[src/rtl/scbd_pkg.sv]
`default_nettype none

package scbd_pkg;

	// Single-byte commands
	localparam logic [7:0] BYTE_STOP_CLR = 8'h4D;
	localparam logic [7:0] BYTE_LAMP     = 8'h58;
	localparam logic [7:0] BYTE_DIR_LO   = 8'h41;
	localparam logic [7:0] BYTE_DIR_HI   = 8'h4C;
	localparam logic [7:0] BYTE_DIR_MAX  = 8'd12;

	// One-shot code bytes and the codes they latch
	localparam logic [7:0] BYTE_CODE_12 = 8'h12;
	localparam logic [7:0] BYTE_CODE_22 = 8'h22;
	localparam logic [7:0] BYTE_CODE_21 = 8'h21;
	localparam logic [7:0] BYTE_CODE_11 = 8'h11;
	localparam logic [4:0] CODE_12      = 5'd12;
	localparam logic [4:0] CODE_22      = 5'd22;
	localparam logic [4:0] CODE_21      = 5'd21;
	localparam logic [4:0] CODE_11      = 5'd11;

	// Frame bytes
	localparam logic [7:0] BYTE_OPEN    = 8'h7B;
	localparam logic [7:0] BYTE_CLOSE   = 8'h7D;
	localparam logic [7:0] BYTE_REPORT  = 8'h50;
	localparam logic [7:0] BYTE_SAVE    = 8'h57;
	localparam logic [7:0] ID_NONE      = 8'h23;
	localparam logic [7:0] ID_LO        = 8'h30;
	localparam logic [7:0] ID_HI        = 8'h34;
	localparam logic [7:0] DIGIT_ZERO   = 8'd48;

	// Frame positions
	localparam int unsigned POS_ID    = 1;
	localparam int unsigned POS_FOURTH = 3;

	// Stream widths
	localparam int unsigned IN_W  = 8;
	localparam int unsigned RES_W = 50;
	localparam int unsigned OUT_W = 56;

	// Saturation bounds
	localparam logic signed [35:0] ACC_MAX = 36'sd2147483647;
	localparam logic signed [35:0] ACC_MIN = -36'sd2147483648;

	typedef struct packed {
		logic               save_request;
		logic               report_request;
		logic signed [31:0] param_value;
		logic [2:0]         param_select;
		logic               param_write;
		logic [4:0]         latched_code;
		logic               lamp_state;
		logic               stop_clear;
		logic [3:0]         direction;
		logic               direction_valid;
	} result_t;

endpackage

`default_nettype wire

[src/rtl/serial_command_byte_decoder.sv]
`default_nettype none

// Serial command byte decoder. Each beat on s_axis carries one received serial byte; each
// accepted byte yields exactly one result beat on m_axis. The byte decodes single-byte
// commands (direction, stop clear, lamp toggle, one-shot codes) and feeds a '{' ... '}'
// framed parser that keeps the parameter id, frame byte 3 and a saturating decimal value,
// and on '}' raises a report, save or parameter-write pulse. The block takes one byte per
// cycle while m_axis is not stalled; each accepted byte is registered in the input register,
// decoded from it and registered in the result register, which drives the result beat. The
// per-byte rate is set by the value update, a 36-bit times-ten add with saturation.
// cfg_we writes direction_update_enable (reset 1) and must only be used while no byte is
// in flight.
module serial_command_byte_decoder #(
	parameter int MAX_FRAME = 64
) (
	input  wire logic                        clk,
	input  wire logic                        arst_n,
	input  wire logic                        cfg_we,
	input  wire logic                        cfg_wdata,
	input  wire logic                        s_axis_tvalid,
	output logic                             s_axis_tready,
	// [7:0] rx_byte
	input  wire logic [scbd_pkg::IN_W-1:0]   s_axis_tdata,
	output logic                             m_axis_tvalid,
	input  wire logic                        m_axis_tready,
	// [0] direction_valid, [4:1] direction, [5] stop_clear, [6] lamp_state,
	// [11:7] latched_code, [12] param_write, [15:13] param_select,
	// [47:16] param_value, [48] report_request, [49] save_request, [55:50] zero
	output logic [scbd_pkg::OUT_W-1:0]       m_axis_tdata
);

	import scbd_pkg::*;

	localparam int CNT_W = $clog2(MAX_FRAME + 1);

	// Configuration
	logic dir_en_q;

	// Input register
	logic       v_s1;
	logic [7:0] byte_s1;

	// Decoder state
	logic              in_frame_q;
	logic [CNT_W-1:0]  frame_cnt_q;
	logic [7:0]        id_q;
	logic [7:0]        fourth_q;
	logic signed [31:0] acc_q;
	logic [3:0]        code_done_q;
	logic [4:0]        code_q;
	logic              lamp_q;
	logic [3:0]        dir_q;

	// Result register
	logic    v_s2;
	result_t res_s2;

	// Next state
	logic              in_frame_n;
	logic [CNT_W-1:0]  frame_cnt_n;
	logic [7:0]        id_n;
	logic [7:0]        fourth_n;
	logic signed [31:0] acc_n;
	logic [3:0]        code_done_n;
	logic [4:0]        code_n;
	logic              lamp_n;
	logic [3:0]        dir_n;
	result_t           res_n;

	logic               adv;
	logic signed [35:0] acc_ext;
	logic signed [35:0] acc_sum;
	logic signed [31:0] acc_sat;

	// Handshake: the input register moves into the result register when that is free
	assign adv           = v_s1 && (!v_s2 || m_axis_tready);
	assign s_axis_tready = !v_s1 || adv;
	assign m_axis_tvalid = v_s2;
	assign m_axis_tdata  = {(OUT_W - RES_W)'(0), res_s2};

	// Times ten plus digit, saturated to 32 bits
	assign acc_ext = 36'(acc_q);
	assign acc_sum = (acc_ext <<< 3) + (acc_ext <<< 1)
		+ ($signed({28'd0, byte_s1}) - $signed({28'd0, DIGIT_ZERO}));
	always_comb begin
		if (acc_sum > ACC_MAX) begin
			acc_sat = 32'sh7FFF_FFFF;
		end else if (acc_sum < ACC_MIN) begin
			acc_sat = 32'sh8000_0000;
		end else begin
			acc_sat = acc_sum[31:0];
		end
	end

	// Decode one byte
	always_comb begin
		in_frame_n  = in_frame_q;
		frame_cnt_n = frame_cnt_q;
		id_n        = id_q;
		fourth_n    = fourth_q;
		acc_n       = acc_q;
		code_done_n = code_done_q;
		code_n      = code_q;
		lamp_n      = lamp_q;
		dir_n       = dir_q;
		res_n       = '0;

		res_n.stop_clear = (byte_s1 == BYTE_STOP_CLR);

		// One-shot codes, each only the first time it is seen
		if (byte_s1 == BYTE_CODE_12 && !code_done_q[0]) begin
			code_n = CODE_12;
			code_done_n[0] = 1'b1;
		end
		if (byte_s1 == BYTE_CODE_22 && !code_done_q[1]) begin
			code_n = CODE_22;
			code_done_n[1] = 1'b1;
		end
		if (byte_s1 == BYTE_CODE_21 && !code_done_q[2]) begin
			code_n = CODE_21;
			code_done_n[2] = 1'b1;
		end
		if (byte_s1 == BYTE_CODE_11 && !code_done_q[3]) begin
			code_n = CODE_11;
			code_done_n[3] = 1'b1;
		end

		if (byte_s1 == BYTE_LAMP) begin
			lamp_n = !lamp_q;
		end

		// Direction follows every byte while enabled
		if (dir_en_q) begin
			if (byte_s1 >= BYTE_DIR_LO && byte_s1 <= BYTE_DIR_HI) begin
				dir_n = 4'(byte_s1 - BYTE_DIR_LO + 8'd1);
			end else if (byte_s1 <= BYTE_DIR_MAX) begin
				dir_n = byte_s1[3:0];
			end else begin
				dir_n = 4'd0;
			end
			res_n.direction_valid = 1'b1;
		end

		// Framed layer
		if (byte_s1 == BYTE_CLOSE) begin
			if (in_frame_q) begin
				if (fourth_q == BYTE_REPORT) begin
					res_n.report_request = 1'b1;
				end else if (fourth_q == BYTE_SAVE) begin
					res_n.save_request = 1'b1;
				end else if (id_q != ID_NONE && id_q >= ID_LO && id_q <= ID_HI) begin
					res_n.param_write  = 1'b1;
					res_n.param_select = 3'(id_q - ID_LO);
					res_n.param_value  = acc_q;
				end
			end
			in_frame_n  = 1'b0;
			frame_cnt_n = '0;
			id_n        = '0;
			fourth_n    = '0;
			acc_n       = '0;
		end else begin
			if (byte_s1 == BYTE_OPEN) begin
				in_frame_n = 1'b1;
			end
			if (in_frame_n && frame_cnt_q < CNT_W'(MAX_FRAME)) begin
				if (frame_cnt_q == CNT_W'(POS_ID)) begin
					id_n = byte_s1;
				end
				if (frame_cnt_q == CNT_W'(POS_FOURTH)) begin
					fourth_n = byte_s1;
				end
				if (frame_cnt_q >= CNT_W'(POS_FOURTH)) begin
					acc_n = acc_sat;
				end
				frame_cnt_n = frame_cnt_q + CNT_W'(1);
			end
		end

		res_n.direction    = dir_n;
		res_n.lamp_state   = lamp_n;
		res_n.latched_code = code_n;
	end

	// Configuration register
	always_ff @(posedge clk or negedge arst_n) begin
		if (!arst_n) begin
			dir_en_q <= 1'b1;
		end else if (cfg_we) begin
			dir_en_q <= cfg_wdata;
		end
	end

	// Input register
	always_ff @(posedge clk or negedge arst_n) begin
		if (!arst_n) begin
			v_s1 <= 1'b0;
		end else if (s_axis_tready) begin
			v_s1 <= s_axis_tvalid;
		end
	end

	always_ff @(posedge clk) begin
		if (s_axis_tvalid && s_axis_tready) begin
			byte_s1 <= s_axis_tdata;
		end
	end

	// Advance decoder state with each byte
	always_ff @(posedge clk or negedge arst_n) begin
		if (!arst_n) begin
			in_frame_q  <= 1'b0;
			frame_cnt_q <= '0;
			id_q        <= '0;
			fourth_q    <= '0;
			acc_q       <= '0;
			code_done_q <= '0;
			code_q      <= '0;
			lamp_q      <= 1'b0;
			dir_q       <= '0;
		end else if (adv) begin
			in_frame_q  <= in_frame_n;
			frame_cnt_q <= frame_cnt_n;
			id_q        <= id_n;
			fourth_q    <= fourth_n;
			acc_q       <= acc_n;
			code_done_q <= code_done_n;
			code_q      <= code_n;
			lamp_q      <= lamp_n;
			dir_q       <= dir_n;
		end
	end

	// Result register
	always_ff @(posedge clk or negedge arst_n) begin
		if (!arst_n) begin
			v_s2 <= 1'b0;
		end else if (!v_s2 || m_axis_tready) begin
			v_s2 <= v_s1;
		end
	end

	always_ff @(posedge clk) begin
		if (adv) begin
			res_s2 <= res_n;
		end
	end

`ifndef SYNTHESIS
	a_one_frame_action: assert property (@(posedge clk) disable iff (!arst_n)
		v_s2 |-> $onehot0({res_s2.param_write, res_s2.report_request, res_s2.save_request}))
		else $error("more than one frame action in one result");

	a_idle_frame_clear: assert property (@(posedge clk) disable iff (!arst_n)
		!in_frame_q |-> (frame_cnt_q == '0 && acc_q == '0 && id_q == '0 && fourth_q == '0))
		else $error("frame state left over outside a frame");

	a_count_bound: assert property (@(posedge clk) disable iff (!arst_n)
		frame_cnt_q <= CNT_W'(MAX_FRAME))
		else $error("frame count past bound");

	a_result_held: assert property (@(posedge clk) disable iff (!arst_n)
		v_s2 && !m_axis_tready |=> v_s2 && $stable(res_s2))
		else $error("result dropped while stalled");

	a_stage_held: assert property (@(posedge clk) disable iff (!arst_n)
		v_s1 && !adv |=> v_s1 && $stable(byte_s1))
		else $error("input byte lost while result stage busy");

	a_select_range: assert property (@(posedge clk) disable iff (!arst_n)
		v_s2 && res_s2.param_write |-> res_s2.param_select <= 3'd4)
		else $error("parameter select out of range");
`endif

endmodule

`default_nettype wire
[config.mk]
export PLATFORM = sky130hd
export DESIGN_NAME = serial_command_byte_decoder
export DESIGN_NICKNAME = d
export VERILOG_FILES = /design/src/rtl/scbd_pkg.sv /design/src/rtl/serial_command_byte_decoder.sv
export SDC_FILE = /design/constraint.sdc
export NUM_CORES = 1
export LEC_CHECK = 0
export ABC_AREA = 1
export BUFFER_PORTS_ARGS = -buffer_cell sky130_fd_sc_hd__buf_4
export CAP_MARGIN = 25
export CORE_MARGIN = 5
export CORE_UTILIZATION = 48
export CTS_CLUSTER_DIAMETER = 100
export DETAILED_ROUTE_END_ITERATION = 6
export PLACE_DENSITY_LB_ADDON = 0.05
export SLEW_MARGIN = 20
export SYNTH_ARGS = -nofsm -noshare
export SYNTH_HDL_FRONTEND = slang
export SYNTH_SLANG_ARGS = --single-unit
[constraint.sdc]
create_clock -name clk -period 11.04 [get_ports clk]
set_input_delay 1.104 -clock clk [delete_from_list [all_inputs] [get_ports clk]]
set_output_delay 1.104 -clock clk [all_outputs]
set_load 0.02 [all_outputs]
==> metrics.md <==
| Metric | Value |
|---|---|
| Status | finished clean |
| DIE WIDTH | 144 um |
| Largest family of logic cells by synthesized area | simple AND/OR/NAND/NOR gates |
| Crit-path cells | ha_1 -> nor2_4 -> buf_16 -> fa_1 -> ha_1 -> nand2_1 -> nor2_2 -> nand2_1 -> nor4_1 -> nand3_1 -> nand3_1 -> nand2_1 -> nand2_1 -> inv_1 -> nand2_2 -> nand2_1 -> nand2_1 -> nand2_1 |
| Asr flop ratio synth | 55.7% |
| Top delay family on crit path | simple AND/OR/NAND/NOR gates |
| Post-synthesis compound-gate area fraction | 5.78% |
| Ports | 72 |
| Post-route DRC | 0 |
| Total global-route track usage | 20.5% |
| CP Launch Type | register |
| Commonest non-fill, non-tap cell in the layout | nand2_1 |
| CTS tree | done |
| Post-synthesis mux area share | 0.131% |
| Max incr delay on CP | 480 ps |
| Slew @ Worst Pin | 860 ps |
| RSZ-0062 raised after global routing | no |
| Total Nets Final | 1251 |
| Clk_lat worst skew | 430 ps |
| Drt via density | 4.87 |
| Share of the synthesized area in the top cell type | 21.0% |
| Commonest cells after routing, fill and taps aside | nand2_1, inv_1, nor2_1 |
| Worst hold slack | 466 ps |
| Worst Path Buf+Inv | 2 |
| Port Buf Inserts | 65 |
| Vias in the first global route | 6901 |
| Required time worst endpoint | 11350 ps |
| Vias | 6841 |
| Avg WL per Cell | 14.2 um |
| Placement Setup Slack | 6320 ps |
| Total power | 2.84 mW |
| Cell area after synthesis | 8590 um^2 |
| Crit-path max FO | 31 |
| Routability cong. | 0.857 |
| Dominant cell type by area after synthesis | dfrtp_1 |
| Die Ht | 144 um |
| VDD IR max | 136 uV |
| CP endpoint kind | register |
| Maximum clock path buffer count | 2 |
| Wire length of the first global-routing pass | 33600 um |
| Antenna violations before repair | 0 |
| Sw power | 1.36 mW |
| Drt first pass iters | 5 |
| Area contributors post-synth | dfrtp_1, edfxtp_1, nand2_1 |
| Hold Path Class | register to register |
| Achievable frequency | 232 MHz |
| Post-synthesis cell type count | 40 |
| Post-CTS setup buffers | 0 |
| Final HPWL DP | 14600 um |
| Layout Utilization | 55.6% |
| Area share of fa/ha/maj cells after synthesis | 13.4% |
| Fin. Hold Viols | 0 |
| Sequential share of power | 25.7% |
| Starting Density | 48.3% |
| Final Cycle Share | 39.0% |
| Maxcap violations | 0 |
| Max Slew Vio Count | 0 |
| Post-layout minimum cycle time | 4310 ps |
| Post-DRT Antenna Nets | 0 |
| GR Overflow Total | 0 |
| Num CTS Buffers | 17 |
| Routed wire length | 19900 um |
| PwrDens | 287 nW/um^2 |
| P_int | 1.48 mW |
| Syn avg cell area | 7.83 um^2 |
| Synth Area in XOR/XNOR | 2.96% |
| Reg clk slew, reported paths | 60 ps |
| Final setup fails | 0 |
| Die area | 20700 um^2 |
| Fin Clk Skew | 12.4 ps |
| Flops & latches, synth | 131 |
| Combinational share of power | 55.0% |
| Critical path arrival | 4620 ps |
| Layout cells sized above 1 | 10.1% |
| Kind of critical path | register to register |
| Core area | 17800 um^2 |
| Leakage power | 5.09 nW |
| H-tree depth | 4 |
| EDFF count, synth | 58 |
| Mapped Cells | 1097 |
| Most used cell, CP | nand2_1 |
| Critical-path top delay cell | nand2_2 |
| Ant. Diodes | 0 |
| Sequential area share after synthesis | 41.5% |
| Slew headroom | 42.6% |
| CTS sink cnt | 131 |
| Area delta synth->final | 15.0% |
| Synthesis warning total | 0 |
| Synth Flop Type | dfrtp_1 |
| Post-Synth Simple-Gate Area | 26.8% |
| Root Buffer | clkbuf_16 |
| Initial DRC count | 432 |
| Post-cts sizing count | 0 |
| Cts-stage hold buffer count | 0 |
| Clock power share | 19.3% |
| Final Worst Setup Slack | 6730 ps |
| Row cnt | 49 |
| Pin count of the biggest net entering global routing | 74 |
| Setup_tns | 0 ps |
| Switching Share | 48.0% |
## flip-flops by register name (all words and copies together), names as in the netlist
signal         cells
m_axis_tdata      50
frame_cnt_q        7
lamp_q             1
v_s1               1
code_q             5
code_done_q        4
dir_en_q           1
byte_s1            8
id_q               8
in_frame_q         1
m_axis_tvalid      1
fourth_q           8
acc_q             32
dir_q              4
## worst reg2reg max path, delay by kind of cell, from the launching register on
kind,cells,cell delay (ps)
adders and majority gates,3,1110
buffers and inverters,2,310
DFF,1,450
and+or+nand+nor,13,2340
## metrics by stage
step                area [um^2]  instances
finish                     9890       1406
detailed placement         9260       1372
global route               9890       1406
CTS                        9830       1404
floorplan                  8610       1102
global placement           9230       1371
## cells by family after synthesis
family	after synthesis
buffers and inverters	192
muxes	1
xor gates and xnor gates	29
DFF	131
adders and majority gates	73
AOI/OAI and AO/OA	93
and+or+nand+nor	577
other	1
## per-layer routing
metal	global-route usage, %	routed length (um)	vias up
li1	-	-	3541
met1	27.4	9300	3159
met2	34.6	9570	121
met3	4.16	765	20
met4	4.91	266	0
met5	0	0	-
## final timing paths
path / startpoint / to / slack [ps] / depth (start not counted)
max: byte_s1[4] / acc_q[24] / 6730 / 18
min: code_done_q[0] / code_done_q[0] / 470 / 2
max reg2reg: byte_s1[4] / acc_q[24] / 6730 / 18
min reg2reg: code_done_q[0] / code_done_q[0] / 470 / 2
max in group asynchronous: arst_n / acc_q[28] / 9830 / 1
min in group asynchronous: arst_n / acc_q[6] / 700 / 1
## cell usage after synthesis (all sizes together), types with 16 or more instances
| cell | instances |
|---|---|
| o21ai | 39 |
| ha | 41 |
| xor2 | 16 |
| buf | 21 |
| dfrtp | 72 |
| edfxtp | 58 |
| nand2 | 417 |
| fa | 32 |
| inv | 163 |
| nand3 | 26 |
| a21oi | 36 |
| nor2 | 99 |
## power groups by stage
stage / clock network, mW / logic [mW] / registers (mW)
global placement: 0 / 1.55 / 0.742
detailed placement: 0 / 1.56 / 0.744
CTS: 0.561 / 1.57 / 0.735
floorplan: 0 / 1.22 / 0.745
global route: 0.583 / 1.80 / 0.752
finish: 0.548 / 1.56 / 0.730
## area by class of cell
type,instances,area (um^2)
clock inverters,15,144
clock buffers,17,425
flip-flops and latches,131,3570
multi-input cells,779,4250
fillers,1724,7890
inverters,165,619
repair buffers,70,589
well taps,229,287
(Power assumes the default switching activity.)
